<file path="config.mk">
export PLATFORM = sky130hd
export DESIGN_NAME = pad_prep
export DESIGN_NICKNAME = d
export VERILOG_FILES = /design/src/hdl/pad_pkg.sv /design/src/hdl/pad_prep.sv
export SDC_FILE = /design/constraint.sdc
export NUM_CORES = 1
export LEC_CHECK = 0
export BUFFER_PORTS_ARGS = -buffer_cell sky130_fd_sc_hd__clkbuf_2
export CAP_MARGIN = 10
export CORE_MARGIN = 2
export CORE_UTILIZATION = 40
export DETAILED_ROUTE_END_ITERATION = 6
export PLACE_DENSITY = 0.72
export SETUP_SLACK_MARGIN = 0.5
export SYNTH_ARGS = -nofsm -noshare
export SYNTH_HDL_FRONTEND = slang
export SYNTH_SLANG_ARGS = --single-unit
</file>
<file path="constraint.sdc">
create_clock -name clk -period 2.1 [get_ports clk]
set_clock_uncertainty 0.2 [all_clocks]
set_input_delay 0.42 -clock clk [delete_from_list [all_inputs] [get_ports clk]]
set_output_delay 0.42 -clock clk [all_outputs]
set_load 0.005 [all_outputs]
</file>
<file path="src/hdl/pad_pkg.sv">
// shared constants, angle step table and flag type for the polar angle pipeline
package pad_pkg;

	// default parameter values
	localparam int COORD_WIDTH_DEF     = 16;
	localparam int ANGLE_FRAC_BITS_DEF = 8;
	localparam int CORDIC_STAGES_DEF   = 16;

	// internal number formats
	localparam int QFRAC        = 24;  // fraction bits of the internal angle
	localparam int CORDIC_WIDTH = 64;  // x and y datapath width
	localparam int PRESHIFT_TOP = 60;  // coordinates are aligned up to this bit
	localparam int Z_WIDTH      = 32;  // signed angle accumulator
	localparam int A_WIDTH      = 34;  // unsigned full-circle angle
	localparam int LAST_STEP    = 31;  // steps beyond this reuse its entry and shift

	// fixed angles in internal format
	localparam logic [A_WIDTH-1:0] DEG90_Q  = A_WIDTH'(90)  << QFRAC;
	localparam logic [A_WIDTH-1:0] DEG180_Q = A_WIDTH'(180) << QFRAC;
	localparam logic [A_WIDTH-1:0] DEG270_Q = A_WIDTH'(270) << QFRAC;
	localparam logic [A_WIDTH-1:0] DEG360_Q = A_WIDTH'(360) << QFRAC;

	// atan(2^-i) in degrees, rounded to QFRAC fraction bits
	localparam logic signed [Z_WIDTH-1:0] STEP_DEG [0:LAST_STEP] = '{
		32'sd754974720, 32'sd445687602, 32'sd235489088, 32'sd119537938,
		32'sd60000934,  32'sd30029717,  32'sd15018523,  32'sd7509720,
		32'sd3754917,   32'sd1877466,   32'sd938734,    32'sd469367,
		32'sd234684,    32'sd117342,    32'sd58671,     32'sd29335,
		32'sd14668,     32'sd7334,      32'sd3667,      32'sd1833,
		32'sd917,       32'sd458,       32'sd229,       32'sd115,
		32'sd57,        32'sd29,        32'sd14,        32'sd7,
		32'sd4,         32'sd2,         32'sd1,         32'sd0
	};

	// point classification carried alongside the rotation
	typedef struct packed {
		logic is_origin;
		logic on_yaxis;
		logic y_zero;
		logic x_neg;
		logic y_neg;
	} flags_t;

endpackage

</file>
<file path="src/hdl/pad_prep.sv">
// input stage: magnitudes, alignment and point classification
module pad_prep #(
	parameter int COORD_WIDTH = pad_pkg::COORD_WIDTH_DEF
) (
	input  logic                                     clk,
	input  logic                                     arst_n,
	input  logic                                     in_valid,
	output logic                                     in_ready,
	input  logic [COORD_WIDTH-1:0]                   x_coord,
	input  logic [COORD_WIDTH-1:0]                   y_coord,
	output logic                                     out_valid,
	input  logic                                     out_ready,
	output logic signed [pad_pkg::CORDIC_WIDTH-1:0]  out_cx,
	output logic signed [pad_pkg::CORDIC_WIDTH-1:0]  out_cy,
	output pad_pkg::flags_t                          out_flags
);

	localparam int PRESHIFT = pad_pkg::PRESHIFT_TOP - COORD_WIDTH;

	logic                                    x_neg, y_neg;
	logic [COORD_WIDTH-1:0]                  ax, ay;
	pad_pkg::flags_t                         flags_d;
	logic                                    valid_q;
	logic signed [pad_pkg::CORDIC_WIDTH-1:0] cx_q, cy_q;
	pad_pkg::flags_t                         flags_q;

	// magnitudes; the most negative value maps to its unsigned magnitude
	always_comb begin
		x_neg             = x_coord[COORD_WIDTH-1];
		y_neg             = y_coord[COORD_WIDTH-1];
		ax                = x_neg ? (~x_coord + 1'b1) : x_coord;
		ay                = y_neg ? (~y_coord + 1'b1) : y_coord;
		flags_d.is_origin = (ax == '0) && (ay == '0);
		flags_d.on_yaxis  = (ax == '0);
		flags_d.y_zero    = (ay == '0);
		flags_d.x_neg     = x_neg;
		flags_d.y_neg     = y_neg;
	end

	assign in_ready = !valid_q || out_ready;

	always_ff @(posedge clk or negedge arst_n) begin
		if (!arst_n) begin
			valid_q <= 1'b0;
		end else if (in_ready) begin
			valid_q <= in_valid;
		end
	end

	// align magnitudes to the top of the rotation datapath
	always_ff @(posedge clk) begin
		if (in_ready && in_valid) begin
			cx_q    <= $signed(pad_pkg::CORDIC_WIDTH'(ax) << PRESHIFT);
			cy_q    <= $signed(pad_pkg::CORDIC_WIDTH'(ay) << PRESHIFT);
			flags_q <= flags_d;
		end
	end

	assign out_valid = valid_q;
	assign out_cx    = cx_q;
	assign out_cy    = cy_q;
	assign out_flags = flags_q;

endmodule

</file>
==> run metrics <==
outcome=complete, but fails checks; failing checks=negative setup slack; GRT Total Usage=16.9%; period utilization=127%; Post-Syn Instances=327; Layout Cells excl Fill=580; count leader, synth=buf_4; post-synth top area share=36.0%; RSZ-0062 raised after global routing=true; crit end category=flip-flop; Storage cell area=1140 sq um; die area=8430 sq um; class of the tightest hold or removal check=primary input to flip-flop; Clock transition at path regs=0.08 ns; global-route wire length before repair=11500 microns; Comb pwr share=28.9%; Sw Pwr=0.000603 W; maximum VDD drop=207 uV; Top FF cell, synth=edfxtp_1; # DRC=0; Critical Path Max Stage Delay=0.51 ns; Critical Path RT=2.02 ns; Crit-path slowest cell=or4b_4; wire per inst=13.2 microns; total wire length=7630 microns; area of the multi-input gates=2030 sq um; Internal Pwr Total=0.00155 W; slack of the critical path=-0.565 ns; async set-reset flop share out of synthesis=2.63%; FMAX=375 MHz; via count=2609; initial cell density of the core=40.5%; Post-Syn Area per Cell=9.43 sq um; final hold vios=0; synth top area cells=edfxtp_1 36%, buf_4 23%, xnor2_1 6.8%, nand2_1 2.6%, clkbuf_1 2.2%; Synth cell types=53; Synth area leader=edfxtp_1; drt pass-1 iters=4; Slew Limit Fails=0; Ys Warns=0; gr ovfl total=0; Layout Nets=515; CTS tree=built; Sink Count=38; Post-synth top cells=96 x buf_4, 37 x edfxtp_1, 24 x xnor2_1; H-tree depth=2; placed insts=562; antenna diode count=0; Die Ht=91.8 microns; WP data arrival=2.59 ns; GP Congestion=0.864; share of cells above drive strength 1=50.2%; switching part of the total=27.9%; Leakage=2.05 nW; ANT nets after route=0; Crit path buffers/inverters=2; Core Area=7610 sq um; IO Port Bufs=74; crit-path cells=buf_8 -> inv_4 -> ha_4 -> or4b_4 -> o32ai_4 -> o32ai_2 -> or4_1 -> or3_4 -> nor4_4; delay-heaviest family, CP=simple AND/OR/NAND/NOR gates; initial antenna violation count=0; Sequential Power Share=42.2%; CP Max Fanout=5; post-synthesis sequential area ratio=36.9%; post-DP HPWL=5520 microns; Cell Rows=32; Clock Latency Late Sink=0.28 ns; EDFF count, synth=37; Via-to-Cell Ratio=4.50; area grow syn2layout=52.7%; startpoint types=primary input; critical path class=primary input to flip-flop; final worst path period need=2.67 ns; Detailed Route Iter0 Violations=36; Die W=91.8 microns; MaxCap Viol Count=0; CTS buffer count=5; PD cells=458 nW/um^2; Clk pwr share=28.8%; final setup violation count=5; Core Util, Final=61.9%; # IOs=171; CTS root buffer=clkbuf_8; clock buffer depth=2; pin count of the biggest net entering global routing=38; vias in the first global route=2519; Cell Area, Synth=3080 sq um; filler cell count=641; count of state elements after synthesis=38
-- worst register-to-register path: stages, from the launching register on --
cell	delay, ns
dfrtp_1	0.41
nand2b_4	0.11
and2_4	0.32
-- flip-flops by register name (all words and copies together) (netlist names) --
name / count
out_valid: 1
out_cy: 16
out_cx: 16
out_flags: 5
-- path summary, 6_finish.rpt --
path                       slack [ns]           end  cells after the start       start
min                              0.20     out_valid                      2    in_valid
max in group asynchronous        1.37     out_valid                      2      arst_n
max reg2reg                      0.74    out_cy[44]                      2   out_valid
min in group asynchronous        0.25     out_valid                      2      arst_n
min reg2reg                      0.39     out_valid                      2   out_valid
max                             -0.57  out_flags[4]                      9  x_coord[0]
-- cells by family (layout without fill, tap and decap cells) --
kind of cell,after synthesis,in the layout,synth area share [%]
flops,38,38,36.9
fa+ha+maj,2,2,0.812
mux,3,3,1.01
buf+inv,123,178,26.7
xor+xnor,26,26,7.39
other cells,1,96,0.122
simple gates,92,93,17.2
compound gates,42,42,9.90
-- layout make-up --
type / count / area share, %
sequential: 38 / 24.1
clock buffer: 5 / 1.46
timing repair buffer: 162 / 26.9
tap: 102 / 2.71
multi-input combinational: 262 / 43.1
clock inverter: 3 / 0.850
inverter: 8 / 0.850
-- power by group through the flow --
stage | combinational (W) | sequential, W | clock (W)
2_1_floorplan | 0.000404 | 0.000935 | 0
3_3_place_gp | 0.000499 | 0.000928 | 0
3_5_place_dp | 0.000508 | 0.000929 | 0
4_1_cts | 0.000562 | 0.000912 | 0.000644
5_1_grt | 0.000679 | 0.000916 | 0.000662
6_report | 0.000624 | 0.000911 | 0.000622
-- stage by stage --
step           power, W  instance area (sq um)  TNS, ns  worst slack, ns  hold WS [ns]
2_1_floorplan   0.00134                   3820    -3.28           -0.860       -0.0756
3_3_place_gp    0.00143                   4000    -3.89           -0.890      -0.00511
6_report        0.00216                   4710    -1.71           -0.565         0.201
5_1_grt         0.00226                   4710    -1.91           -0.619         0.191
4_1_cts         0.00212                   4400    -1.43           -0.535         0.130
3_5_place_dp    0.00144                   4000    -4.15           -0.949     -0.000969
-- metal layers --
metal	vias to the layer above	global-route usage [%]	part of all wire [%]
li1	1265	-	-
met1	1248	18.6	38
met2	85	32.2	56
met3	11	3.86	4.7
met4	0	5.22	1.7
met5	-	0	0
-- layout by cell type (no fill, tap or decap), types with 4 or more instances in the layout --
cell      instances
conb_1           96
clkbuf_2         61
buf_4            58
edfxtp_1         37
buf_6            33
xnor2_1          20
nand2_1          14
o21ai_0           8
o31ai_4           7
nor2_1            7
buf_8             7
or3_4             6
nor3_1            6
nand2b_1          5
nor4_4            5
nand3_1           5
clkbuf_8          5
inv_4             4
or4_4             4
or3_1             4
a21oi_1           4
-- what timing repair did --
action | in CTS | in global routing
hold buffers | 1 | 0
buffers inserted | 4 | 4
gates cloned | 0 | 1
pin swaps | 21 | 25
endpoints found under the setup margin | 23 | 59
gates resized for setup | 48 | 66
endpoints found under the hold margin | 1 | 0
No activity file was read; power rests on OpenSTA's default activity.
