File: src/hdl/pad_pkg.sv
// shared constants, angle step table and flag type for the polar angle pipeline
package pad_pkg;

	// default parameter values
	localparam int COORD_WIDTH_DEF     = 16;
	localparam int ANGLE_FRAC_BITS_DEF = 8;
	localparam int CORDIC_STAGES_DEF   = 16;

	// internal number formats
	localparam int QFRAC        = 24;  // fraction bits of the internal angle
	localparam int CORDIC_WIDTH = 64;  // x and y datapath width
	localparam int PRESHIFT_TOP = 60;  // coordinates are aligned up to this bit
	localparam int Z_WIDTH      = 32;  // signed angle accumulator
	localparam int A_WIDTH      = 34;  // unsigned full-circle angle
	localparam int LAST_STEP    = 31;  // steps beyond this reuse its entry and shift

	// fixed angles in internal format
	localparam logic [A_WIDTH-1:0] DEG90_Q  = A_WIDTH'(90)  << QFRAC;
	localparam logic [A_WIDTH-1:0] DEG180_Q = A_WIDTH'(180) << QFRAC;
	localparam logic [A_WIDTH-1:0] DEG270_Q = A_WIDTH'(270) << QFRAC;
	localparam logic [A_WIDTH-1:0] DEG360_Q = A_WIDTH'(360) << QFRAC;

	// atan(2^-i) in degrees, rounded to QFRAC fraction bits
	localparam logic signed [Z_WIDTH-1:0] STEP_DEG [0:LAST_STEP] = '{
		32'sd754974720, 32'sd445687602, 32'sd235489088, 32'sd119537938,
		32'sd60000934,  32'sd30029717,  32'sd15018523,  32'sd7509720,
		32'sd3754917,   32'sd1877466,   32'sd938734,    32'sd469367,
		32'sd234684,    32'sd117342,    32'sd58671,     32'sd29335,
		32'sd14668,     32'sd7334,      32'sd3667,      32'sd1833,
		32'sd917,       32'sd458,       32'sd229,       32'sd115,
		32'sd57,        32'sd29,        32'sd14,        32'sd7,
		32'sd4,         32'sd2,         32'sd1,         32'sd0
	};

	// point classification carried alongside the rotation
	typedef struct packed {
		logic is_origin;
		logic on_yaxis;
		logic y_zero;
		logic x_neg;
		logic y_neg;
	} flags_t;

endpackage

File: src/hdl/pad_post.sv
// output stages: clamp, quadrant placement, rounding and wrap
module pad_post #(
	parameter int ANGLE_FRAC_BITS = pad_pkg::ANGLE_FRAC_BITS_DEF,
	parameter int ANGLE_W         = 9 + ANGLE_FRAC_BITS
) (
	input  logic                               clk,
	input  logic                               arst_n,
	input  logic                               in_valid,
	output logic                               in_ready,
	input  logic signed [pad_pkg::Z_WIDTH-1:0] in_z,
	input  pad_pkg::flags_t                    in_flags,
	output logic                               out_valid,
	input  logic                               out_ready,
	output logic [ANGLE_W-1:0]                 angle,
	output logic                               is_origin
);

	localparam int DROP = pad_pkg::QFRAC - ANGLE_FRAC_BITS;
	localparam logic [pad_pkg::A_WIDTH-1:0] HALF = pad_pkg::A_WIDTH'(1) << (DROP - 1);
	localparam logic [pad_pkg::A_WIDTH-1:0] FULL =
		pad_pkg::A_WIDTH'(360) << ANGLE_FRAC_BITS;

	logic [pad_pkg::A_WIDTH-1:0] t, a_d, r_d;
	logic                        ready_s1, ready_s2;
	logic                        valid_s1, valid_s2;
	logic [pad_pkg::A_WIDTH-1:0] a_s1;
	logic                        origin_s1, origin_s2;
	logic [ANGLE_W-1:0]          angle_s2;

	// clamp to [0, 90] degrees and place in the quadrant
	always_comb begin
		if (in_z < 0) begin
			t = '0;
		end else if (pad_pkg::A_WIDTH'(in_z) > pad_pkg::DEG90_Q) begin
			t = pad_pkg::DEG90_Q;
		end else begin
			t = pad_pkg::A_WIDTH'(in_z);
		end
		if (in_flags.y_zero) begin
			t = '0;
		end
		if (in_flags.is_origin) begin
			a_d = '0;
		end else if (in_flags.on_yaxis) begin
			a_d = in_flags.y_neg ? pad_pkg::DEG270_Q : pad_pkg::DEG90_Q;
		end else if (!in_flags.x_neg) begin
			a_d = in_flags.y_neg ? (pad_pkg::DEG360_Q - t) : t;
		end else if (!in_flags.y_zero && !in_flags.y_neg) begin
			a_d = pad_pkg::DEG180_Q - t;
		end else begin
			a_d = pad_pkg::DEG180_Q + t;
		end
	end

	// round half up to the output fraction, wrap a full circle to zero
	always_comb begin
		r_d = (a_s1 + HALF) >> DROP;
		if (r_d >= FULL) begin
			r_d = r_d - FULL;
		end
	end

	assign ready_s2 = !valid_s2 || out_ready;
	assign ready_s1 = !valid_s1 || ready_s2;
	assign in_ready = ready_s1;

	always_ff @(posedge clk or negedge arst_n) begin
		if (!arst_n) begin
			valid_s1 <= 1'b0;
			valid_s2 <= 1'b0;
		end else begin
			if (ready_s1) begin
				valid_s1 <= in_valid;
			end
			if (ready_s2) begin
				valid_s2 <= valid_s1;
			end
		end
	end

	always_ff @(posedge clk) begin
		if (ready_s1 && in_valid) begin
			a_s1      <= a_d;
			origin_s1 <= in_flags.is_origin;
		end
		if (ready_s2 && valid_s1) begin
			angle_s2  <= r_d[ANGLE_W-1:0];
			origin_s2 <= origin_s1;
		end
	end

	assign out_valid = valid_s2;
	assign angle     = angle_s2;
	assign is_origin = origin_s2;

endmodule

File: config.mk
export PLATFORM = sky130hd
export DESIGN_NAME = pad_post
export DESIGN_NICKNAME = d
export VERILOG_FILES = /design/src/hdl/pad_pkg.sv /design/src/hdl/pad_post.sv
export SDC_FILE = /design/constraint.sdc
export NUM_CORES = 1
export LEC_CHECK = 0
export BUFFER_PORTS_ARGS = -buffer_cell sky130_fd_sc_hd__buf_4
export CORE_MARGIN = 3
export CORE_UTILIZATION = 55
export DETAILED_ROUTE_END_ITERATION = 7
export HOLD_SLACK_MARGIN = 0.08
export PLACE_DENSITY = 0.91
export SYNTH_ARGS = -nofsm -noshare
export SYNTH_HDL_FRONTEND = slang
export SYNTH_SLANG_ARGS = --single-unit
File: constraint.sdc
create_clock -name clk -period 4 [get_ports clk]
set_clock_uncertainty 0.15 [all_clocks]
set_input_delay 0.2 -clock clk [delete_from_list [all_inputs] [get_ports clk]]
set_output_delay 0.2 -clock clk [all_outputs]
set_load 0.02 [all_outputs]
==> run summary <==
Placement Setup Slack = 1.27 ns
Capturing element type of the critical path = flip-flop
Req. time, crit path = 3.89 ns
Largest fanout on the critical path = 6
Crit share post-route = 0.656
Max Fclk = 0.381 GHz
Normalized max-slew margin = 0.484
Power density relative to cell area = 306 nW/um2
Number of instances resized during post-cts repair = 0
Crit Path Category = flip-flop to flip-flop
Signal arrival time at the worst endpoint = 2.51 ns
Share of post-route cells with drive strength above 1 = 0.224
Wire length of the first global-routing pass = 10500 um
Final Hold Viols = 0
Slew at the pin closest to its max-slew limit = 0.763 ns
Top library cells by usage in the layout, fill and taps aside = buf_4 (60), edfxtp_1 (37), nor2_1 (26)
Library cell used as clock root buffer = clkbuf_8
Largest net degree at the start of global routing = 20
Area grow syn2layout = 24.3%
DRC errors left = 0
Number of different library cells in the post-synthesis netlist = 55
Share of the synthesized netlist area taken by xor and xnor gates = 0.0963
Number of antenna repair diodes = 0
Timing startpoint of the critical path = a_s1[16]
Vias in the first global route = 2395
Slowest-stage cell, CP = nor4_1
Maximum cell stage delay along the critical path = 0.52 ns
Multiplexer share of the synthesized area = 0.00367
Detailed Route WL = 6200 um
Sequential cell area fraction in the yosys report = 0.426
Startpoint of the lowest-slack register-to-register path = a_s1[16]
Cell area after synthesis = 2730 um2
Yosys warnings = 0
Number of clock sinks seen by CTS = 39
Synthesized area divided by synthesized cell count = 9.50 um2
Buffers & Inverters on Critical Path = 2
Nets in the synthesized netlist = 334
Total number of vias = 2460
Number of pins exceeding their max-slew limit in the final report = 0
Number of levels in the clock H-tree = 2
Buffers inserted by post-CTS timing repair = 0
Routed length per placed instance = 14.8 um
Detailed Routing Iterations Pass 1 = 5
Clock buffer count from CTS = 5
Final net count = 399
Synthesized-area fraction occupied by ao, oa, aoi and oai cells = 0.159
Via density per instance = 5.89
Die Wd = 76.4 um
Area enclosed by the die boundary = 5840 um2
Post-synth EDFFs = 37
Largest family of logic cells by synthesized area = simple AND/OR/NAND/NOR gates
Total overflow reported by the global router = 0
Simple-gate share of the synthesized area = 0.263
I/O Buffers = 60
#FFs+latches synth = 39
Number of rows created at floorplan = 24
Setup WS post-layout = 1.38 ns
Element type at the critical path start = flip-flop
Post-detailed-route count of antenna-violating nets = 0
Leak Pwr = 0.00127 uW
Category of cells accounting for the largest share of critical-path delay = simple AND/OR/NAND/NOR gates
Worst hold-check path type = input pin to flip-flop
Final setup viols = 0
Asr flop ratio synth = 0.0513
Die Y = 76.4 um
Run status = completed
Maximum clock insertion buffer count = 2
Detailed placer's ending HPWL = 4900 um
TritonCTS clock tree = built
List of cells traversed by the critical path = ha_1, inv_1, nor4_1, xnor2_1, ha_1, inv_1, and2_1, a32oi_1, xor2_1
Fillers = 355
Maximum capacitance violations = 0
Worst Min Path Start = in_flags[0]
RSZ-0062 raised after global routing = false
Leading cell type in the layout, fill and taps excluded = buf_4
Initial DRC Count = 160
Leading register cell type out of synthesis = edfxtp_1
Post-route setup TNS = 0 ns
Worst ir drop on vdd = 0.163 mV
Count of mapped cells out of synthesis = 287
Final critical path time including I/O delays and setup = 2.62 ns
Initial Util = 0.598
Standard cell core area = 4560 um2
Gpl congestion = 0.987
Overall Power = 1040 uW
Count of hold-fix buffers inserted at cts = 5
Top Ports = 61
Antenna violations before repair = 0
Total global routing track utilization = 0.220
Later-pin clock latency in the skew report = 0.29 ns
Clock edge transition at the registers on the reported setup and hold paths = 0.07 ns
Area share of fa/ha/maj cells after synthesis = 0.0275
## worst paths after layout
kind	end	slack (ns)	depth (start not counted)
max	angle[13]	1.38	9
min	a_s1[26]	0.15	2
max reg2reg	angle[13]	1.38	9
min reg2reg	is_origin	0.28	0
max in group asynchronous	valid_s1	2.93	3
min in group asynchronous	out_valid	0.63	3
## state kept, by name, indices dropped and copies added (netlist names)
signal,flops
out_valid,1
angle,17
is_origin,1
valid_s1,1
origin_s1,1
a_s1,18
## cells by family (layout without fill, tap and decap cells)
family,count (synthesis),after routing
and+or+nand+nor,129,129
AOI/OAI and AO/OA,64,64
DFF,39,39
xor gates and xnor gates,30,30
buffers and inverters,18,84
adders and majority gates,6,6
muxes,1,1
## area by class of cell
| cell class | instances | area, um2 | share of cell area |
|---|---|---|---|
| clock inverter | 3 | 38.8 | 0.0114 |
| clock buffer | 5 | 68.8 | 0.0203 |
| timing repair buffer | 65 | 500 | 0.148 |
| multi-input combinational | 230 | 1500 | 0.442 |
| inverter | 11 | 41.3 | 0.0122 |
| tap | 65 | 81.3 | 0.0240 |
| sequential | 39 | 1160 | 0.343 |
## cell usage after synthesis, types with 4 or more instances
| cell type | number | area share |
|---|---|---|
| or3_1 | 6 | 0.014 |
| nand3_1 | 7 | 0.013 |
| nor2_1 | 26 | 0.036 |
| o21ai_0 | 11 | 0.020 |
| inv_1 | 11 | 0.015 |
| xor2_1 | 11 | 0.035 |
| nand4_1 | 7 | 0.016 |
| clkbuf_1 | 6 | 0.0083 |
| xnor2_1 | 19 | 0.061 |
| ha_1 | 6 | 0.028 |
| nor4_1 | 9 | 0.021 |
| o31ai_1 | 4 | 0.011 |
| nand2_1 | 17 | 0.023 |
| o211ai_1 | 4 | 0.011 |
| edfxtp_1 | 37 | 0.41 |
| nor3_1 | 23 | 0.042 |
| and2_1 | 4 | 0.0092 |
| nand2b_1 | 8 | 0.018 |
| a21oi_1 | 19 | 0.035 |
| a31oi_1 | 5 | 0.011 |
## power by group
part           leakage (uW)  switching, uW  internal (uW)
registers          0.000386           19.9            486
clock network     0.0000556            123            182
logic              0.000830            125            101
total               0.00127            268            769
## layer usage
metal,vias up,track usage,part of all wire
met1,1093,0.246,0.40
li1,1216,-,-
met5,-,0,0
met2,131,0.392,0.50
met3,20,0.0461,0.074
met4,0,0.112,0.031
## metrics by stage
stage	area (um2)	util	hold WS (ns)	std cells
after floorplan	2730	-	-0.246	287
after global placement	3230	0.708	-0.165	405
after detailed placement	3230	0.708	-0.161	405
after CTS	3390	0.743	0.136	418
after global routing	3390	0.743	0.168	418
final	3390	0.743	0.154	418
Power figures use the tool's default switching activity.
