--- src/hdl/pad_pkg.sv ---
// shared constants, angle step table and flag type for the polar angle pipeline
package pad_pkg;

	// default parameter values
	localparam int COORD_WIDTH_DEF     = 16;
	localparam int ANGLE_FRAC_BITS_DEF = 8;
	localparam int CORDIC_STAGES_DEF   = 16;

	// internal number formats
	localparam int QFRAC        = 24;  // fraction bits of the internal angle
	localparam int CORDIC_WIDTH = 64;  // x and y datapath width
	localparam int PRESHIFT_TOP = 60;  // coordinates are aligned up to this bit
	localparam int Z_WIDTH      = 32;  // signed angle accumulator
	localparam int A_WIDTH      = 34;  // unsigned full-circle angle
	localparam int LAST_STEP    = 31;  // steps beyond this reuse its entry and shift

	// fixed angles in internal format
	localparam logic [A_WIDTH-1:0] DEG90_Q  = A_WIDTH'(90)  << QFRAC;
	localparam logic [A_WIDTH-1:0] DEG180_Q = A_WIDTH'(180) << QFRAC;
	localparam logic [A_WIDTH-1:0] DEG270_Q = A_WIDTH'(270) << QFRAC;
	localparam logic [A_WIDTH-1:0] DEG360_Q = A_WIDTH'(360) << QFRAC;

	// atan(2^-i) in degrees, rounded to QFRAC fraction bits
	localparam logic signed [Z_WIDTH-1:0] STEP_DEG [0:LAST_STEP] = '{
		32'sd754974720, 32'sd445687602, 32'sd235489088, 32'sd119537938,
		32'sd60000934,  32'sd30029717,  32'sd15018523,  32'sd7509720,
		32'sd3754917,   32'sd1877466,   32'sd938734,    32'sd469367,
		32'sd234684,    32'sd117342,    32'sd58671,     32'sd29335,
		32'sd14668,     32'sd7334,      32'sd3667,      32'sd1833,
		32'sd917,       32'sd458,       32'sd229,       32'sd115,
		32'sd57,        32'sd29,        32'sd14,        32'sd7,
		32'sd4,         32'sd2,         32'sd1,         32'sd0
	};

	// point classification carried alongside the rotation
	typedef struct packed {
		logic is_origin;
		logic on_yaxis;
		logic y_zero;
		logic x_neg;
		logic y_neg;
	} flags_t;

endpackage

--- src/hdl/pad_cordic_cell.sv ---
// one vectoring rotation step of the angle pipeline
module pad_cordic_cell #(
	parameter int IDX = 0
) (
	input  logic                                     clk,
	input  logic                                     arst_n,
	input  logic                                     in_valid,
	output logic                                     in_ready,
	input  logic signed [pad_pkg::CORDIC_WIDTH-1:0]  in_cx,
	input  logic signed [pad_pkg::CORDIC_WIDTH-1:0]  in_cy,
	input  logic signed [pad_pkg::Z_WIDTH-1:0]       in_z,
	input  pad_pkg::flags_t                          in_flags,
	output logic                                     out_valid,
	input  logic                                     out_ready,
	output logic signed [pad_pkg::CORDIC_WIDTH-1:0]  out_cx,
	output logic signed [pad_pkg::CORDIC_WIDTH-1:0]  out_cy,
	output logic signed [pad_pkg::Z_WIDTH-1:0]       out_z,
	output pad_pkg::flags_t                          out_flags
);

	localparam int K = (IDX < pad_pkg::LAST_STEP) ? IDX : pad_pkg::LAST_STEP;
	localparam logic signed [pad_pkg::Z_WIDTH-1:0] STEP = pad_pkg::STEP_DEG[K];

	logic signed [pad_pkg::CORDIC_WIDTH-1:0] dx, dy, cx_d, cy_d;
	logic signed [pad_pkg::Z_WIDTH-1:0]      z_d;
	logic                                    valid_q;
	logic signed [pad_pkg::CORDIC_WIDTH-1:0] cx_q, cy_q;
	logic signed [pad_pkg::Z_WIDTH-1:0]      z_q;
	pad_pkg::flags_t                         flags_q;

	// rotate toward the x axis, direction from the sign of y
	always_comb begin
		dx = in_cx >>> K;
		dy = in_cy >>> K;
		if (in_cy > 0) begin
			cx_d = in_cx + dy;
			cy_d = in_cy - dx;
			z_d  = in_z + STEP;
		end else begin
			cx_d = in_cx - dy;
			cy_d = in_cy + dx;
			z_d  = in_z - STEP;
		end
	end

	// cell is free when empty or when its content moves on
	assign in_ready = !valid_q || out_ready;

	always_ff @(posedge clk or negedge arst_n) begin
		if (!arst_n) begin
			valid_q <= 1'b0;
		end else if (in_ready) begin
			valid_q <= in_valid;
		end
	end

	always_ff @(posedge clk) begin
		if (in_ready && in_valid) begin
			cx_q    <= cx_d;
			cy_q    <= cy_d;
			z_q     <= z_d;
			flags_q <= in_flags;
		end
	end

	assign out_valid = valid_q;
	assign out_cx    = cx_q;
	assign out_cy    = cy_q;
	assign out_z     = z_q;
	assign out_flags = flags_q;

endmodule

--- config.mk ---
export PLATFORM = sky130hd
export DESIGN_NAME = pad_cordic_cell
export DESIGN_NICKNAME = d
export VERILOG_FILES = /design/src/hdl/pad_pkg.sv /design/src/hdl/pad_cordic_cell.sv
export SDC_FILE = /design/constraint.sdc
export NUM_CORES = 1
export LEC_CHECK = 0
export BUFFER_PORTS_ARGS = -buffer_cell sky130_fd_sc_hd__buf_2
export CAP_MARGIN = 20
export CELL_PAD_IN_SITES_DETAIL_PLACEMENT = 0
export CELL_PAD_IN_SITES_GLOBAL_PLACEMENT = 1
export CORE_ASPECT_RATIO = 1.25
export CORE_MARGIN = 1.5
export CORE_UTILIZATION = 40
export CTS_BUF_LIST = sky130_fd_sc_hd__clkbuf_8 sky130_fd_sc_hd__clkbuf_16
export DETAILED_ROUTE_END_ITERATION = 6
export GPL_ROUTABILITY_DRIVEN = 0
export PLACE_DENSITY_LB_ADDON = 0.3
export SYNTH_ARGS = -nofsm -noshare
export SYNTH_HDL_FRONTEND = slang
export SYNTH_SLANG_ARGS = --single-unit
--- constraint.sdc ---
create_clock -name clk -period 5.3 [get_ports clk]
set_clock_uncertainty 0.1 [all_clocks]
set_input_delay 0.795 -clock clk [delete_from_list [all_inputs] [get_ports clk]]
set_output_delay 0.795 -clock clk [all_outputs]
set_load 0.01 [all_outputs]
==> qor.yml, run 1 <==
cts_root_buffer: "clkbuf_16"
powerDensity_nw_per_um2: 247.3
setup_viol: 0
syn_to_final_growth_pct: 16.08
avgSynthCellArea_um2: 8.058
cts_buffers: 17
utilization_pct: 47.11
irDropWorstVdd_mv: 0.2785
yosys_register_bits: 165
routed_wl_mm: 75.99
slowest_delay_ns: 0.63
place_area_um2: 20180
drc: 0
worst-path-buf-inv: 3
rsz0062_at_grt: "false"
yosysUniqueCellTypes: 85
crit_family: "compound AO/OA/AOI/OAI gates"
ys_seq_area_share_pct: 27.64
yosys_warnings: 0
core-area_um2: 44120
netlist_area_um2: 17910
dp.cells: 3069
dieArea_um2: 46050
clk-insertion-delay-late_ns: 0.49
min_path_type: "input pin to flop"
row_count: 86
grt_pass1_wl_mm: 111.4
clk_pin_slew_ns: 0.07
leakagePower_nw: 8.906
cts_tree: "done"
crit_slowest_cell: "a2111oi_0"
synthFlopType: "edfxtp_1"
cp_max_fo: 14
maxSlewViolCount: 0
synthArstFlopShare_pct: 0.6061
cp.required_ns: 5.43
cp.arrival_ns: 4.69
finalNetCount: 2888
syn_inst: 2222
globalRouteOverflowTotal: 0
setup_ws_ns: 0.7403
critPathLaunchType: "input pin"
wire_per_inst_um: 24.47
crit_chain: "buf_2, inv_1, ha_1, inv_1, a21oi_1, a21boi_0, o31ai_1, a41oi_1, nand3_1, nand2_1, a2111oi_0, o31ai_1, xor2_1"
clock.fmax_mhz: 219.3
syn_nets: 2591
dpl.hpwl_mm: 60.74
path_class: "input pin to flop"
portBuffers: 335
drive_gt1_share_pct: 17.30
dp_slack_ns: 0.3648
chipHeight_um: 239.6
worst_pin_slew_ns: 1.150
cts_buffer_depth: 2
period_share_pct: 86.03
top_level_ports: 336
finalSetupTns_ns: 0
synth_edf_count: 164
track_usage_pct: 32.70
drtPass1Iterations: 6
min_period_ns: 4.560
status: "complete, no violations"
final_cell_count_no_fill: 3106
drtIter0Drc: 2010
slew_headroom_pct: 22.50
antenna_found_initial: 4
ant_nets: 0
grt_pass1_vias: 18339
final_area_um2: 20780
grt_max_degree: 137
viasPerCell: 6.052
hold_violations: 0
die_x_um: 192.2
via_count: 18799
endpoint_kind: "flop"
htreeDepth: 4
drv_cap: 0
cts.sinks: 165
start_util_pct: 40.59
[cell type report]
type | count | area, µm²
clock buffer | 17 | 425.4
antenna | 2 | 5.005
inverter | 214 | 803.3
tap | 572 | 715.7
multi-input combinational | 1750 | 11760
fill | 4511 | 23330
timing repair buffer | 371 | 1972
clock inverter | 15 | 155.1
sequential | 165 | 4950
[cell usage in the layout, fill, tap and decap left out, types with 23 or more instances in the layout]
cell type  Yosys  layout
mux2i_1       36      36
nand3_1       38      38
nor2_1       199     199
o31ai_1       23      23
a21o_1        35      35
ha_1         196     196
buf_4          2      32
nor3_1        51      51
o21bai_1      59      59
nor2b_1       25      25
nand4_1       42      42
nor4_1        40      40
xnor2_1      116     116
inv_1        211     210
a21oi_1      288     288
nand2_1      140     140
o21ai_0      168     168
edfxtp_1     164     164
buf_2         22     336
o211ai_1      30      30
[power by group]
| part | switching (mW) | internal (mW) | total (mW) |
|---|---|---|---|
| clock | 0.663 | 0.628 | 1.29 |
| sequential | 0.0405 | 1.65 | 1.69 |
| combinational | 1.43 | 0.728 | 2.16 |
| total | 2.13 | 3.01 | 5.14 |
[per-stage QoR]
step / hold WS (ns) / power (mW)
floorplan: 0.3994 / 3.020
global placement: 0.4062 / 3.795
detailed placement: 0.4282 / 3.797
CTS: 0.3569 / 5.101
global route: 0.3528 / 5.360
finish: 0.3754 / 5.139
[cell usage after synthesis (9+ instances only)]
| master | number | area [µm²] |
|---|---|---|
| o31ai_1 | 23 | 172.7 |
| nor3_1 | 51 | 255.2 |
| nor2_1 | 199 | 747.0 |
| edfxtp_1 | 164 | 4925 |
| o221ai_1 | 10 | 87.58 |
| or2_2 | 10 | 62.56 |
| nand3_1 | 38 | 190.2 |
| o21bai_1 | 59 | 442.9 |
| clkbuf_1 | 50 | 187.7 |
| ha_1 | 196 | 2452 |
| a31oi_1 | 15 | 93.84 |
| inv_1 | 211 | 792.0 |
| a21o_1 | 35 | 262.8 |
| nand2_1 | 140 | 525.5 |
| xnor2_1 | 116 | 1016 |
| and2_1 | 12 | 75.07 |
| o211ai_1 | 30 | 225.2 |
| xor2_1 | 14 | 122.6 |
| a211oi_1 | 19 | 142.6 |
| nor2b_1 | 25 | 156.4 |
| nand4_1 | 42 | 262.8 |
| mux2i_1 | 36 | 360.4 |
| a21boi_0 | 9 | 67.56 |
| o21ai_0 | 168 | 840.8 |
| a21oi_1 | 288 | 1441 |
| nand2b_1 | 22 | 137.6 |
| buf_1 | 17 | 63.81 |
| buf_2 | 22 | 110.1 |
| o21a_1 | 21 | 157.7 |
| nor4_1 | 40 | 250.2 |
| or3_1 | 10 | 62.56 |
[path summary, 6_finish.rpt]
path | endpoint | cells past startpoint | slack (ns) | from
worst max-delay path | out_cx[63] | 13 | 0.74 | in_cx[22]
worst min-delay path | out_z[2] | 1 | 0.38 | in_z[2]
worst max register to register | out_cx[11] | 3 | 3.38 | out_valid
worst min register to register | out_valid | 2 | 0.43 | out_valid
max in group asynchronous | out_valid | 2 | 4.51 | arst_n
min in group asynchronous | out_valid | 2 | 0.50 | arst_n
[state kept, by name, indices dropped and copies added, names as in the netlist]
signal     count
out_cx        64
out_cy        63
out_flags      5
out_valid      1
out_z         32
[routing by layer]
layer,wire length (µm),share of wire [%],GRT usage (%),up-vias
met2,36630,48,56.19,1104
met5,40,0.053,0,-
li1,-,-,-,8625
met4,5629,7.4,20.72,8
met1,27410,36,36.73,8755
met3,6280,8.3,6.491,307
[logic make-up after synthesis]
logic type	Yosys count	synth area share [%]
xor+xnor	130	6.359
simple gates	611	16.27
compound gates	773	26.86
buf+inv	307	6.715
flops	165	27.64
mux	36	2.012
fa+ha+maj	200	14.14
[timing repair]
| action | CTS | global route |
|---|---|---|
| gates resized for setup | 0 | 0 |
| buffers inserted | 0 | 0 |
| hold buffers | 1 | 0 |
| endpoints found under the hold margin | 1 | 0 |
Note: power is estimated with default switching activity, not from simulation.
==> run 2: changes to the inputs <==
- ABC_AREA: not set -> 1
==> qor.yml, run 2 <==
synth_edf_count: 164  # unchanged
cts.sinks: 165  # unchanged
chipHeight_um: 274.6  # was 239.6 µm
portBuffers: 335  # unchanged
finalNetCount: 4709  # was 2,888
rsz0062_at_grt: "false"  # unchanged
antenna_found_initial: 5  # was 4
cts_tree: "done"  # unchanged
row_count: 99  # was 86
powerDensity_nw_per_um2: 210.6  # was 247.3 nW/µm²
worst_pin_slew_ns: 0.8425  # was 1.150 ns
violations: "DRC"
core-area_um2: 58340  # was 44,120 µm²
die_x_um: 220.3  # was 192.2 µm
grt_pass1_wl_mm: 138.6  # was 111.4 mm
synthSimpleGateAreaFrac_pct: 41.47  # was 16.27%
cp.required_ns: 5.44  # was 5.43 ns
cts_hold_buffers: 1  # unchanged
crit_chain: "buf_2, inv_1, nand4_1, nor2_1, nand3_1, nor2_1, nand2_1, nand2_4, inv_4, ha_1, a21oi_1, inv_1, a31oi_1, nor2_1, o21ai_0, nand2_1, xor2_1"  # was buf_2, inv_1, ha_1, inv_1, a21oi_1, a21boi_0, o31ai_1, a41oi_1, nand3_1, nand2_1, a2111oi_0, o31ai_1, xor2_1
syn_to_final_growth_pct: 11.30  # was 16.08%
yosysUniqueCellTypes: 38  # was 85
globalRouteOverflowTotal: 0  # unchanged
final_cell_count_no_fill: 5112  # was 3,106
synth_area_leaders: "nand2_1, edfxtp_1, inv_1"  # was edfxtp_1, ha_1, a21oi_1
min_period_ns: 3.698  # was 4.560 ns
htreeDepth: 4  # unchanged
netlist_area_um2: 23610  # was 17,910 µm²
period_share_pct: 69.77  # was 86.03%
drv_cap: 0  # unchanged
path_class: "input pin to flop"  # unchanged
crit_family: "simple AND/OR/NAND/NOR gates"  # was compound AO/OA/AOI/OAI gates
setup_ws_ns: 1.602  # was 0.7403 ns
avgSynthCellArea_um2: 5.801  # was 8.058 µm²
synthXorXnorAreaFrac_pct: 2.740  # was 6.359%
start_util_pct: 40.47  # was 40.59%
grt_max_degree: 144  # was 137
crit_start: "in_cy[34]"  # was in_cx[22]
cts_root_buffer: "clkbuf_16"  # unchanged
drc: 3  # was 0
syn_inst: 4070  # was 2,222
drive_gt1_share_pct: 12.04  # was 17.30%
grt_busiest_layer: "met2"  # unchanged
track_usage_pct: 31.31  # was 32.70%
wire_per_inst_um: 18.99  # was 24.47 µm
synthFlopType: "edfxtp_1"  # unchanged
synth-compound-area-share_pct: 6.889  # was 26.86%
drtIter0Drc: 2328  # was 2,010
multi_input_comb_area_um2: 14610  # was 11,760 µm²
postCtsSetupRepairBufs: 0  # unchanged
ys_seq_area_share_pct: 20.96  # was 27.64%
hold_violations: 0  # unchanged
grt_pass1_vias: 23693  # was 18,339
dieArea_um2: 60500  # was 46,050 µm²
maxSlewViolCount: 0  # unchanged
cp_max_fo: 6  # was 14
irDropWorstVdd_mv: 0.2572  # was 0.2785 mV
synth.most_common_cell: "nand2_1"  # was a21oi_1
synth_mux_area_share_pct: 0  # was 2.012%
yosys_register_bits: 165  # unchanged
dp.cells: 5077  # was 3,069
status: "complete, but fails checks"  # was complete, no violations
ant_nets: 0  # unchanged
clock.fmax_mhz: 270.4  # was 219.3 MHz
use_met3_pct: 4.002  # was 6.491%
finalSetupTns_ns: 0  # unchanged
synth_adder_area_share_pct: 10.73  # was 14.14%
power.total_mw: 5.535  # was 5.139 mW
final_cell_mix: "nand2_1, inv_1, buf_2"  # was buf_2, a21oi_1, inv_1
final_common_cell: "nand2_1"  # was buf_2
clk-insertion-delay-late_ns: 0.49  # about the same
cts_buffers: 17  # unchanged
setup_viol: 0  # unchanged
nFillCells: 6533  # was 4,511
top_level_ports: 336  # unchanged
syn_nets: 4439  # was 2,591
slew_headroom_pct: 43.71  # was 22.50%
synth_top_area_share_pct: 25.02  # was 27.50%
drtPass1Iterations: 7  # was 6
synth_top_area_cell: "nand2_1"  # was edfxtp_1
routed_wl_mm: 97.09  # was 75.99 mm
worst-path-buf-inv: 4  # was 3
r2r_start: "out_valid"  # unchanged
endpoint_kind: "flop"  # unchanged
slowest_delay_ns: 0.34  # was 0.63 ns
cts_resized: 0  # unchanged
dp_slack_ns: 1.167  # was 0.3648 ns
use_met1_pct: 37.03  # was 36.73%
crit_slowest_cell: "ha_1"  # was a2111oi_0
synth_top_family_by_area: "simple AND/OR/NAND/NOR gates"  # was compound AO/OA/AOI/OAI gates
crit_top_cell: "nor2_1"
min_path_type: "input pin to flop"  # unchanged
synthArstFlopShare_pct: 0.6061  # unchanged
largest_reg_flops: 64  # unchanged
leakagePower_nw: 15.18  # was 8.906 nW
via_count: 25790  # was 18,799
netlist_top_cells_count: "nand2_1, inv_1, nand3_1, nor2_1, ha_1"  # was a21oi_1, inv_1, nor2_1, ha_1, o21ai_0
viasPerCell: 5.045  # was 6.052
grt_util_met2_pct: 55.52  # was 56.19%
hold_start: "in_z[23]"  # was in_z[2]
yosys_warnings: 0  # unchanged
clk_pin_slew_ns: 0.08  # was 0.07 ns
cp.arrival_ns: 3.84  # was 4.69 ns
critPathLaunchType: "input pin"  # unchanged
ff_latch_area_um2: 4950  # unchanged
dpl.hpwl_mm: 83.02  # was 60.74 mm
cts_buffer_depth: 2  # unchanged
[run 2: cell types whose count changed in the layout (fill, tap and decap cells not counted), sizes merged, moves of 56 or more]
cell	before	now
inv	220	910
a21oi	289	170
nand3	38	320
nor2	200	301
xor2	14	70
xnor2	116	3
nand2	140	1602
[run 2: final cells by class]
cell class              instances  area share, %
repair buffers                340          6.723
diodes                          2        0.01904
clock buffers                  17          1.619
flip-flops and latches        165          18.84
multi-input cells            2913          55.59
inverters                     903          12.91
well taps                     757          3.604
clock inverters                15         0.6999
[run 2: logic make-up (layout without fill, tap and decap cells)]
kind of cell | after synthesis | after routing
and+or+nand+nor | 2327 | 2327
buffers and inverters | 992 | 1275
AOI/OAI and AO/OA | 313 | 313
adders and majority gates | 200 | 200
DFF | 165 | 165
xor gates and xnor gates | 73 | 73
other | 0 | 2
[run 2: report_power, final]
part | internal [mW] | switching (mW) | leakage [nW]
Sequential | 1.61 | 0.0372 | 1.58
Combinational | 0.741 | 1.78 | 13.3
Clock | 0.641 | 0.724 | 0.292
[run 2: final timing paths]
check / end / slack, ns / depth (start not counted)
setup / recovery: out_z[30] / 1.60 / 17
hold / removal: out_z[23] / 0.37 / 1
setup reg to reg: out_cy[39] / 3.24 / 2
hold reg to reg: out_valid / 0.48 / 2
max in group asynchronous: out_valid / 4.49 / 2
min in group asynchronous: out_valid / 0.53 / 2
[run 2: per-stage QoR]
step | utilization [%] | hold WS, ns | area (µm²)
6_report | 45.04 | 0.3667 | 26280
5_1_grt | 45.04 | 0.3337 | 26280
4_1_cts | 45.03 | 0.3367 | 26270
3_5_place_dp | 43.97 | 0.4651 | 25650
3_3_place_gp | 43.97 | 0.4684 | 25650
2_1_floorplan | - | 0.3994 | 23620
[run 2: metal layers]
| metal | share of wire [%] | vias to the layer above |
|---|---|---|
| met2 | 49 | 1016 |
| met1 | 39 | 11696 |
| met4 | 4.8 | 6 |
| met3 | 6.7 | 197 |
| met5 | 0.031 | - |
| li1 | - | 12875 |
[run 2: worst reg2reg max path: cells and delay by family (launching register included)]
| family | cells | cell delay [ns] |
|---|---|---|
| AOI/OAI and AO/OA | 1 | 0.69 |
| buffers and inverters | 1 | 0.43 |
| DFF | 1 | 0.42 |
==> run 3: changes to the inputs <==
- clock period: 5.3 -> 3.85 ns (I/O delays scaled with it)
==> qor.yml, run 3 (same netlist as run 2, synthesis figures left out) <==
routed_wl_mm: 96.32  # was 97.09 mm
cts_resized: 0  # unchanged
finalNetCount: 4727  # was 4,709
status: "complete, but fails checks"  # unchanged
drtPass1Iterations: 7  # unchanged
critPathLaunchType: "input pin"  # unchanged
r2r_start: "out_valid"  # unchanged
core-area_um2: 58340  # unchanged
maxSlewViolCount: 0  # unchanged
endpoint_kind: "flop"  # unchanged
fin_hold_ws_ns: 0.1614  # was 0.3667 ns
irDropWorstVdd_mv: 0.2750  # was 0.2572 mV
grt_pass1_wl_mm: 138.6  # about the same
cts_root_buffer: "clkbuf_16"  # unchanged
cp.arrival_ns: 3.33  # was 3.84 ns
route.met2.wl_mm: 47.74  # was 47.57 mm
largest_reg_flops: 64  # unchanged
wl_met1_mm: 38.05  # was 38.32 mm
worst_pin_slew_ns: 0.6492  # was 0.8425 ns
cts_buffer_depth: 2  # unchanged
setup_viol: 0  # unchanged
final_common_cell: "nand2_1"  # unchanged
drive_gt1_share_pct: 12.40  # was 12.04%
path_class: "input pin to flop"  # unchanged
period_share_pct: 83.23
wire_per_inst_um: 18.78  # was 18.99 µm
rsz0062_at_grt: "false"  # unchanged
via_count: 25555  # was 25,790
clock.fmax_mhz: 312.1
rrSetupSlack_ns: 2.03  # was 3.24 ns
cts_buffers: 17  # unchanged
intPower_mw: 4.257  # was 2.996 mW
powerDensity_nw_per_um2: 291.0  # was 210.6 nW/µm²
crit_top_cell: "nor2_1"  # unchanged
dr.max_layer_used: "met5"  # unchanged
slowest_delay_ns: 0.34  # about the same
r2r_end: "out_cx[53]"  # was out_cy[39]
combPwrFrac_pct: 45.2  # was 45.5%
utilization_pct: 45.34  # was 45.04%
hold_start: "in_z[6]"  # was in_z[23]
dp_slack_ns: 0.2277  # was 1.167 ns
clk-insertion-delay-late_ns: 0.48  # was 0.49 ns
htreeDepth: 4  # unchanged
drv_cap: 0  # unchanged
cp.required_ns: 3.98  # was 5.44 ns
finalSetupTns_ns: 0  # unchanged
leakagePower_nw: 15.29  # was 15.18 nW
setup_ws_ns: 0.6456  # was 1.602 ns
syn_to_final_growth_pct: 12.03  # was 11.30%
start_util_pct: 40.47  # unchanged
grt_pass1_vias: 23867  # was 23,693
chipHeight_um: 274.6  # unchanged
drc: 1  # was 3
slew_headroom_pct: 56.72  # was 43.71%
crit_cells: 17  # unchanged
dieArea_um2: 60500  # unchanged
cp_max_fo: 4  # was 6
crit_slowest_cell: "nand4_1"  # was ha_1
pwr-share-clk_pct: 25.3  # was 24.7%
min_period_ns: 3.204
clk_pin_slew_ns: 0.08  # about the same
violations: "DRC"  # unchanged
viasPerCell: 4.981  # was 5.045
cp-endpoint: "out_z[30]"  # unchanged
crit_family: "simple AND/OR/NAND/NOR gates"  # unchanged
antenna_found_initial: 4  # was 5
drtIter0Drc: 2073  # was 2,328
crit_start: "in_cy[34]"  # unchanged
ant_nets: 0  # unchanged
globalRouteOverflowTotal: 0  # unchanged
netSwitchingFraction_pct: 44.71  # was 45.87%
min_path_type: "input pin to flop"  # unchanged
wl_met3_mm: 6.181  # was 6.519 mm
track_usage_pct: 31.15  # was 31.31%
cts.sinks: 165  # unchanged
row_count: 99  # unchanged
r2r_cells: 2  # unchanged
worst-path-buf-inv: 4  # unchanged
hold_violations: 0  # unchanged
cts_tree: "done"  # unchanged
p_switching_mw: 3.442  # was 2.539 mW
portBuffers: 335  # unchanged
die_x_um: 220.3  # unchanged
crit_chain: "buf_2, inv_1, nand4_1, nor2_1, nand3_1, nor2_1, nand2_1, nand2_4, inv_4, ha_1, a21oi_1, inv_1, a31oi_1, nor2_1, o21ai_0, nand2_1, xor2_1"  # unchanged
final_cell_mix: "nand2_1, inv_1, buf_2"  # unchanged
dpl.hpwl_mm: 83.11  # was 83.02 mm
p_seq_share_pct: 29.5  # was 29.8%
top_level_ports: 336  # unchanged
nFillCells: 6600  # was 6,533
grt_max_degree: 113  # was 144
==> run 3: changes by cell type in the layout (fill, tap and decap cells not counted) <==
cell | previous run | this run
clkinv_4 | 1 | 0
bufinv_16 | 0 | 2
inv_12 | 2 | 0
buf_4 | 0 | 17
inv_8 | 2 | 4
clkinv_8 | 5 | 4
clkinv_2 | 1 | 0
buf_12 | 4 | 5
inv_2 | 25 | 26
==> run 3: power by group through the flow <==
stage / clock, mW / sequential, mW / combinational (mW)
6_report: 1.95 / 2.27 / 3.48
5_1_grt: 2.03 / 2.29 / 3.82
4_1_cts: 2.00 / 2.28 / 3.44
3_5_place_dp: 0 / 2.32 / 3.43
3_3_place_gp: 0 / 2.32 / 3.42
2_1_floorplan: 0 / 2.40 / 2.14
==> run 3: worst min path at each step <==
| stage | end | slack [ns] | cells past startpoint |
|---|---|---|---|
| 3_3_place_gp | out_valid | 0.25 | 1 |
| 4_1_cts | out_z[6] | 0.14 | 1 |
| 2_1_floorplan | out_valid | 0.18 | 0 |
| 6_report | out_z[6] | 0.16 | 1 |
| 3_5_place_dp | out_valid | 0.25 | 1 |
| 5_1_grt | out_z[2] | 0.15 | 1 |
==> run 3: what timing repair did <==
action,4_1_cts,5_1_grt
setup endpoints to repair,0,0
hold buffers,1,0
buffers inserted,0,0
endpoints found under the hold margin,1,0
==> run 3: final cells by class <==
class	instances	area, µm²	share of cell area, %
Clock inverter	15	207.7	0.7852
Clock buffer	17	425.4	1.608
Timing Repair Buffer	358	1914	7.237
Sequential cell	165	4950	18.71
Multi-Input combinational cell	2913	14610	55.23
Inverter	903	3392	12.82
Tap cell	757	947.2	3.581
Antenna cell	2	5.005	0.01892
==> run 3: metal layers <==
metal | global-route usage [%] | up-vias
li1 | - | 12930
met1 | 36.65 | 11513
met2 | 56.04 | 913
met3 | 3.925 | 193
met4 | 13.80 | 6
met5 | 0 | -
==> run 3: metrics by stage <==
stage | instance area [µm²] | std cells | power [mW]
floorplan | 23620 | 4070 | 4.546
global placement | 25800 | 5095 | 5.734
detailed placement | 25800 | 5095 | 5.744
CTS | 26450 | 5128 | 7.712
global route | 26450 | 5129 | 8.141
finish | 26450 | 5130 | 7.698
